--- src/rtl/rot_pkg.sv ---
package rot_pkg;

	localparam int unsigned STORE_PIXELS   = 65536;
	localparam int unsigned MAX_DIM        = 4096;
	localparam int unsigned MAX_COMPONENTS = 4;
	localparam int unsigned OUTQ_DEPTH     = 8;

	localparam int unsigned DIM_W    = 13;
	localparam int unsigned ORI_W    = 4;
	localparam int unsigned COMP_W   = 3;
	localparam int unsigned PIX_W    = 32;
	localparam int unsigned STATUS_W = 3;
	localparam int unsigned PADDR_W  = 4;
	localparam int unsigned PDATA_W  = 32;

	typedef enum logic [1:0] {
		REG_ORIENTATION  = 2'd0,
		REG_IMAGE_WIDTH  = 2'd1,
		REG_IMAGE_HEIGHT = 2'd2,
		REG_COMPONENTS   = 2'd3
	} reg_idx_t;

	typedef enum logic [STATUS_W-1:0] {
		ST_OK         = 3'd0,
		ST_TOO_LARGE  = 3'd1,
		ST_INCOMPLETE = 3'd2,
		ST_NO_MORE    = 3'd3,
		ST_OVERFLOW   = 3'd4
	} status_t;

	localparam logic OP_WRITE = 1'b0;
	localparam logic OP_READ  = 1'b1;

	localparam logic [ORI_W-1:0] ORI_IDENTITY   = 4'd1;
	localparam logic [ORI_W-1:0] ORI_MIRROR_H   = 4'd2;
	localparam logic [ORI_W-1:0] ORI_ROT_180    = 4'd3;
	localparam logic [ORI_W-1:0] ORI_MIRROR_V   = 4'd4;
	localparam logic [ORI_W-1:0] ORI_TRANSPOSE  = 4'd5;
	localparam logic [ORI_W-1:0] ORI_ROT_CW     = 4'd6;
	localparam logic [ORI_W-1:0] ORI_TRANSVERSE = 4'd7;
	localparam logic [ORI_W-1:0] ORI_ROT_CCW    = 4'd8;

	typedef struct packed {
		logic [PIX_W-1:0] pixel;
		status_t          status;
		logic             last_in_row;
		logic             last_of_image;
	} result_t;

endpackage

--- src/rtl/rot_outq.sv ---
module rot_outq #(
	parameter int unsigned DEPTH = rot_pkg::OUTQ_DEPTH
) (
	input  logic              clk,
	input  logic              arst_n,
	input  logic              push,
	input  rot_pkg::result_t  push_data,
	output logic              out_valid,
	input  logic              out_ready,
	output rot_pkg::result_t  out_data
);

	localparam int unsigned PTR_W = (DEPTH > 1) ? $clog2(DEPTH) : 1;
	localparam int unsigned CNT_W = $clog2(DEPTH + 1);

	rot_pkg::result_t  mem_q [DEPTH];
	logic [PTR_W-1:0]  wr_ptr_q;
	logic [PTR_W-1:0]  rd_ptr_q;
	logic [CNT_W-1:0]  count_q;
	logic              pop;

	assign out_valid = (count_q != '0);
	assign pop       = out_valid && out_ready;
	assign out_data  = mem_q[rd_ptr_q];

	always_ff @(posedge clk or negedge arst_n) begin
		if (!arst_n) begin
			wr_ptr_q <= '0;
			rd_ptr_q <= '0;
			count_q  <= '0;
		end else begin
			if (push) begin
				wr_ptr_q <= (wr_ptr_q == PTR_W'(DEPTH - 1)) ? '0 : wr_ptr_q + 1'b1;
			end
			if (pop) begin
				rd_ptr_q <= (rd_ptr_q == PTR_W'(DEPTH - 1)) ? '0 : rd_ptr_q + 1'b1;
			end
			if (push && !pop) begin
				count_q <= count_q + 1'b1;
			end else if (pop && !push) begin
				count_q <= count_q - 1'b1;
			end
		end
	end

	always_ff @(posedge clk) begin
		if (push) begin
			mem_q[wr_ptr_q] <= push_data;
		end
	end

endmodule

--- config.mk ---
export PLATFORM = sky130hd
export DESIGN_NAME = rot_outq
export DESIGN_NICKNAME = d
export VERILOG_FILES = /design/src/rtl/rot_pkg.sv /design/src/rtl/rot_outq.sv
export SDC_FILE = /design/constraint.sdc
export NUM_CORES = 1
export LEC_CHECK = 0
export ABC_AREA = 1
export BUFFER_PORTS_ARGS = -buffer_cell sky130_fd_sc_hd__buf_4
export CAP_MARGIN = 10
export CORE_ASPECT_RATIO = 1.75
export CORE_MARGIN = 1.5
export CORE_UTILIZATION = 65
export CTS_CLUSTER_DIAMETER = 30
export CTS_CLUSTER_SIZE = 30
export DETAILED_ROUTE_END_ITERATION = 10
export GPL_ROUTABILITY_DRIVEN = 0
export PLACE_DENSITY = 0.95
export SLEW_MARGIN = 20
export SYNTH_ARGS = -nofsm -noshare
export SYNTH_HDL_FRONTEND = slang
export SYNTH_SLANG_ARGS = --single-unit
--- constraint.sdc ---
create_clock -name clk -period 6.9 [get_ports clk]
set_clock_uncertainty 0.2 [all_clocks]
set_input_delay 0.69 -clock clk [delete_from_list [all_inputs] [get_ports clk]]
set_output_delay 0.69 -clock clk [all_outputs]
set_load 0.01 [all_outputs]
==> run metrics, run 1 <==
run status=complete, no violations; final count of negative-setup-slack endpoints=0; data required time at the worst endpoint=between 6 and 7 ns; total global routing track utilization=just under 30%; worst reg2reg path depth=11; clock latency on the worst-skew pair=0.50 ns; number of distinct library cells after synthesis=17; final design area excluding fillers=15150 um^2; maximum clock path buffer count=3; vias after detailed routing=9592; count of state elements after synthesis=306; final critical-path required period=roughly 4 ns; mapped cell area=13300 um^2; class of the tightest hold or removal check=in2reg; non-filler instance count after layout=1699; maximum number of pins on one net before global-route repair=about 240; Period Utilization, post-route=57.68%; level count of the clock H-tree=2; postcts setup bufs=0; Worst Tran Pin Value=1.022 ns; worst IR drop on VDD=404.7 uV; root buffer cell=clkbuf_16; Yosys warnings=0; count of standard-cell rows=a little under 70; minimum setup slack among reg-to-reg paths=roughly 4.6 ns; GR Overflow Total=0; gate count after technology mapping=between 1000 and 1500; TritonCTS clock tree=yes; initial antenna violation count=0; worst slack, placed=3.653 ns; final number of max-transition violations=0; count of filler cells inserted in the layout=1116; wire length of the first global-routing pass=about 49 mm; FMAX=251.3 MHz; starting density of the core=65.83%; post-route worst hold slack=0.2159 ns; count of max-cap constraint violations=0; crit end category=primary output; cell total after placement=1640; number of clock buffers inserted by TritonCTS=34; portion of the post-synthesis area used by sequential elements=roughly 70%; mean instance size in the synthesized netlist=9.786 um^2; WP data arrival=3.09 ns; Worst Path Class, Setup=reg2out; Hold Violations, Final=0; number of top-level pins=79; Die Area=~21000 um^2; top library cells by usage in the layout, fill and taps aside=nand2_1, nor2_1, edfxtp_1, inv_1, buf_4; layout overhead on the synthesized area=13.91%; leak pwr=6.595 nW; area share of the leading cell type in the synthesized netlist=66.84%; dpl cell area=~14000 um^2; vertical die dimension=192.2 um; Slew headroom=a little under a third; Via density=5.646; nets in the synthesized netlist=~1400; startpoint class of the critical path=flip-flop; antenna violation net count after detailed routing=0; final wirelength=30.83 mm; count of cells along the worst hold path=1; number of global-route vias before repair=9600; endpoint of the worst hold-timing path=mem_q[6][31]$_DFFE_PP_; final worst slack=2.920 ns; start point of the worst hold path=push_data[31]; Reg-to-Reg End=count_q[3]$_DFFE_PN0P_; P per Cell Area=424.1 nW/um^2; most common cell after layout, fill and taps aside=nand2_1; Worst R2R Start=count_q[0]$_DFFE_PN0P_; area inside the core boundary=20200 um^2; drc violations=0; setup tns final=0 ns; port buffer count=slightly below 80; share of layout cells above drive strength 1=10.48%; clock net sink count=306; half-perimeter wire length after placement=15.30 mm; post-synth top area cell=edfxtp_1; TritonRoute pass-1 iters=6; total number of nets in the final design=between 1000 and 1500; drt initial violations=around 1200; CTS clk-pin slew, worst paths=0.06 ns; RSZ-0062 raised after global routing=no; number of diodes added for antenna fixing=0; Die X-Extent=111.1 um; synth top area cells=edfxtp_1, nand2_1, nor2_1; WL/cell=18.15 um; Critical Path Fanout Max=roughly 240
==> area by class of cell <==
class	count	area, um^2	area share (%)
inverters	159	596.8	3.940
flip-flops and latches	306	9145	60.37
clock inverters	18	196.4	1.297
repair buffers	91	698.2	4.609
multi-input cells	837	3307	21.83
clock buffers	40	894.6	5.906
well taps	248	310.3	2.048
==> report_power, final <==
part	switching (mW)	leakage [nW]	internal, mW
sequential	0.160	2.81	2.28
combinational	1.48	3.27	0.744
clock	0.712	0.522	1.05
total	2.35	6.59	4.07
==> kinds of logic (layout without fill, tap and decap cells) <==
logic type | count (synthesis) | count (layout) | synth area share [%]
flip-flops | 306 | 306 | 68.72
adder cells (fa/ha/maj) | 8 | 8 | 0.8091
buffers and inverters | 216 | 308 | 6.868
AND/OR/NAND/NOR | 820 | 820 | 23.21
AO/OA/AOI/OAI | 7 | 7 | 0.2634
XOR/XNOR | 2 | 2 | 0.1317
==> critical path, cell delays in order, from the launching register on <==
cell	delay (ns)
dfrtp_4	0.81
buf_12	0.71
nor2_1	0.20
nor2_1	0.20
nand2_1	0.12
nand2_1	0.12
nand2_1	0.08
nand2_1	0.16
buf_4	0.13
==> worst max path at each step <==
| stage | startpoint | endpoint | slack (ns) | cells past startpoint |
|---|---|---|---|---|
| floorplan | push | mem_q[1][0]$_DFFE_PP_ | 3.91 | 2 |
| detailed placement | rd_ptr_q[0]$_DFFE_PN0P_ | out_data[25] | 3.65 | 8 |
| global route | rd_ptr_q[0]$_DFFE_PN0P_ | out_data[25] | 2.71 | 8 |
| CTS | rd_ptr_q[0]$_DFFE_PN0P_ | out_data[25] | 2.92 | 8 |
| global placement | rd_ptr_q[0]$_DFFE_PN0P_ | out_data[25] | 3.80 | 8 |
| finish | rd_ptr_q[0]$_DFFE_PN0P_ | out_data[25] | 2.92 | 8 |
==> synth_stat cells <==
library cell	n
nand2_1	506
nor2_1	308
edfxtp_1	296
inv_1	158
buf_2	37
dfrtp_1	10
clkbuf_1	9
buf_4	7
ha_1	7
o21ai_0	6
nand3_1	5
buf_6	4
xnor2_1	2
a21oi_1	1
fa_1	1
inv_2	1
or2_2	1
==> metal layers <==
layer	vias up	wire, um	global-route usage (%)	part of all wire, %
met2	636	15810	52.07	51
li1	4361	-	-	-
met1	4426	10420	34.42	34
met3	169	2827	4.702	9.2
met4	0	1774	16.31	5.8
met5	-	0	0	0
==> sequential cells by signal (all words and copies together), names as in the netlist <==
register and cells:
rd_ptr_q 3, mem_q 296, wr_ptr_q 3, count_q 4
==> per-stage QoR <==
step                utilization [%]  power [mW]
finish                        74.98       6.425
global placement              69.53       4.468
global route                  74.98       6.772
detailed placement            69.53       4.582
CTS                           74.98       6.407
floorplan                         -       3.896
==> what timing repair did <==
| action | 4_1_cts | 5_1_grt |
|---|---|---|
| endpoints found under the hold margin | 10 | 0 |
| hold buffers | 1 | 0 |
| gates resized for setup | 0 | 0 |
(Power assumes the default switching activity.)
==> run 2, diff against run 1 <==
--- a/config.mk
+++ b/config.mk
@@ -10,12 +10,12 @@
 export CAP_MARGIN = 10
 export CORE_ASPECT_RATIO = 1.75
 export CORE_MARGIN = 1.5
-export CORE_UTILIZATION = 65
+export CORE_UTILIZATION = 55
 export CTS_CLUSTER_DIAMETER = 30
 export CTS_CLUSTER_SIZE = 30
 export DETAILED_ROUTE_END_ITERATION = 10
 export GPL_ROUTABILITY_DRIVEN = 0
-export PLACE_DENSITY = 0.95
+export PLACE_DENSITY = 0.87
 export SLEW_MARGIN = 20
 export SYNTH_ARGS = -nofsm -noshare
 export SYNTH_HDL_FRONTEND = slang
==> constraint.sdc (replaced) <==
create_clock -name clk -period 3.5 [get_ports clk]
set_clock_uncertainty 0.2 [all_clocks]
set_input_delay 0.35 -clock clk [delete_from_list [all_inputs] [get_ports clk]]
set_output_delay 0.35 -clock clk [all_outputs]
set_load 0.01 [all_outputs]
==> run metrics, run 2 (synthesis results as in run 1) <==
antenna violation net count after detailed routing=0 (unchanged); drt initial violations=1099 (was 1224); TritonRoute pass-1 iters=7 (was 6); half-perimeter wire length after placement=16.70 mm (was 15.30 mm); Worst Path Class, Setup=reg2out (unchanged); vertical die dimension=208.7 um (was 192.2 um); top library cells by usage in the layout, fill and taps aside=nand2_1, nor2_1, edfxtp_1, inv_1, buf_4 (unchanged); Worst Tran Pin Value=0.9630 ns (was 1.022 ns); largest registers=mem_q: 296 flops, count_q: 4 flops (unchanged); leak pwr=6.786 nW (was 6.595 nW); Slew headroom=35.80% (was 31.86%); crit end category=primary output (unchanged); minimum setup slack among reg-to-reg paths=1.19 ns (was 4.62 ns); clock net sink count=306 (unchanged); number of diodes added for antenna fixing=0 (unchanged); level count of the clock H-tree=1 (was 2); initial antenna violation count=0 (unchanged); final count of negative-setup-slack endpoints=0 (unchanged); port buffer count=78 (unchanged); top register by number of flip-flops=mem_q (unchanged); run status=complete, no violations (unchanged); Critical Path Sink=out_data[25] (unchanged); data required time at the worst endpoint=2.95 ns (was 6.01 ns); number of clock buffers inserted by TritonCTS=31 (was 34); Pwr Total=12.64 mW (was 6.425 mW); count of standard-cell rows=75 (was 69); RSZ-0062 raised after global routing=no (unchanged); worst reg2reg path depth=11 (unchanged); area used by sequential logic in the layout=9145 um^2 (unchanged); GR Overflow Total=0 (unchanged); Hold Violations, Final=0 (unchanged); Reg-to-Reg End=count_q[3]$_DFFE_PN0P_ (unchanged); TritonCTS clock tree=yes (unchanged); non-filler instance count after layout=1803 (was 1699); Worst R2R Start=count_q[0]$_DFFE_PN0P_ (unchanged); count of filler cells inserted in the layout=1677 (was 1116); drc violations=0 (unchanged); vias after detailed routing=9425 (was 9592); number of global-route vias before repair=9731 (was 9600); final number of max-transition violations=0 (unchanged); Die Area=25160 um^2 (was 21360 um^2); layout overhead on the synthesized area=17.74% (was 13.91%); most common cell after layout, fill and taps aside=nand2_1 (unchanged); maximum number of pins on one net before global-route repair=77 (was 242); share of layout cells above drive strength 1=10.50% (was 10.48%); cell total after placement=1705 (was 1640); area used by multi-input combinational logic=3307 um^2 (unchanged); post-route worst hold slack=0.3274 ns (was 0.2159 ns); area inside the core boundary=23840 um^2 (was 20200 um^2); startpoint class of the critical path=flip-flop (unchanged); final worst slack=0.3442 ns (was 2.920 ns); count of max-cap constraint violations=0 (unchanged); P per Cell Area=807.5 nW/um^2 (was 424.1 nW/um^2); Period Utilization, post-route=90.17%; setup tns final=0 ns (unchanged); class of the tightest hold or removal check=reg2reg (was in2reg); final wirelength=30.79 mm (was 30.83 mm); Largest register FFs=296 (unchanged); Die X-Extent=120.5 um (was 111.1 um); number of top-level pins=79 (unchanged); Via density=5.227 (was 5.646); worst IR drop on VDD=604.9 uV (was 404.7 uV); clock latency on the worst-skew pair=0.56 ns (was 0.50 ns); WP data arrival=2.61 ns (was 3.09 ns); FMAX=316.9 MHz; Critical Path Fanout Max=73 (was 241); maximum clock path buffer count=3 (unchanged); final critical-path required period=3.156 ns; root buffer cell=clkbuf_16 (unchanged); worst slack, placed=0.9677 ns (was 3.653 ns); CTS clk-pin slew, worst paths=0.06 ns (about the same); wire length of the first global-routing pass=48.38 mm (was 48.82 mm); starting density of the core=55.80% (was 65.83%); Critical path origin=rd_ptr_q[0]$_DFFE_PN0P_ (unchanged); WL/cell=17.07 um (was 18.15 um); total global routing track utilization=24.90% (was 29.42%); total number of nets in the final design=1520 (was 1478)
## run 2: final cells by class
cell class	count	area share, %
Sequential cell	306	58.40
Clock inverter	21	1.638
Multi-Input combinational cell	837	21.12
Clock buffer	36	5.074
Tap cell	308	2.461
Inverter	159	3.811
Timing Repair Buffer	136	7.495
## run 2: how the worst min path moves through the flow
stage                                 from                 endpoint  depth (start not counted)  slack [ns]
floorplan                           arst_n   count_q[0]$_DFFE_PN0P_                          0       -0.15
global placement                    arst_n  rd_ptr_q[0]$_DFFE_PN0P_                          1      -0.009
detailed placement                  arst_n  rd_ptr_q[0]$_DFFE_PN0P_                          1      -0.009
CTS                 count_q[3]$_DFFE_PN0P_   count_q[3]$_DFFE_PN0P_                          2        0.33
global route        count_q[3]$_DFFE_PN0P_   count_q[3]$_DFFE_PN0P_                          2        0.36
finish              count_q[3]$_DFFE_PN0P_   count_q[3]$_DFFE_PN0P_                          2        0.33
## run 2: power breakdown
group / switching [mW] / internal, mW
Combinational: 2.93 / 1.57
Clock: 1.44 / 1.96
Sequential: 0.259 / 4.49
## run 2: metrics by stage
stage	utilization [%]	area, um^2
after floorplan	-	13300
after detailed placement	59.56	14200
after global routing	65.70	15660
after global placement	59.56	14200
final	65.70	15660
after CTS	65.70	15660
## run 2: metal layers
| metal | part of all wire (%) | track usage, % | up-vias |
|---|---|---|---|
| li1 | - | - | 4440 |
| met1 | 36 | 29.29 | 4433 |
| met2 | 53 | 44.06 | 453 |
| met3 | 7.1 | 3.275 | 99 |
| met4 | 4.2 | 12.98 | 0 |
| met5 | 0 | 0 | - |
## run 2: repair_timing
item                                    4_1_cts  5_1_grt
hold buffers                                 41        0
buffers inserted                              0        0
endpoints found under the setup margin        0        0
hold endpoints to repair                    310        0
resized for setup                             0        0
## run 2: critical path: stages (launching register included)
cell	delay, ns
dfrtp_4	0.95
buf_12	0.36
nor2_1	0.12
nor2_1	0.13
nand2_1	0.10
nand2_1	0.07
nand2_1	0.06
nand2_1	0.10
buf_4	0.12
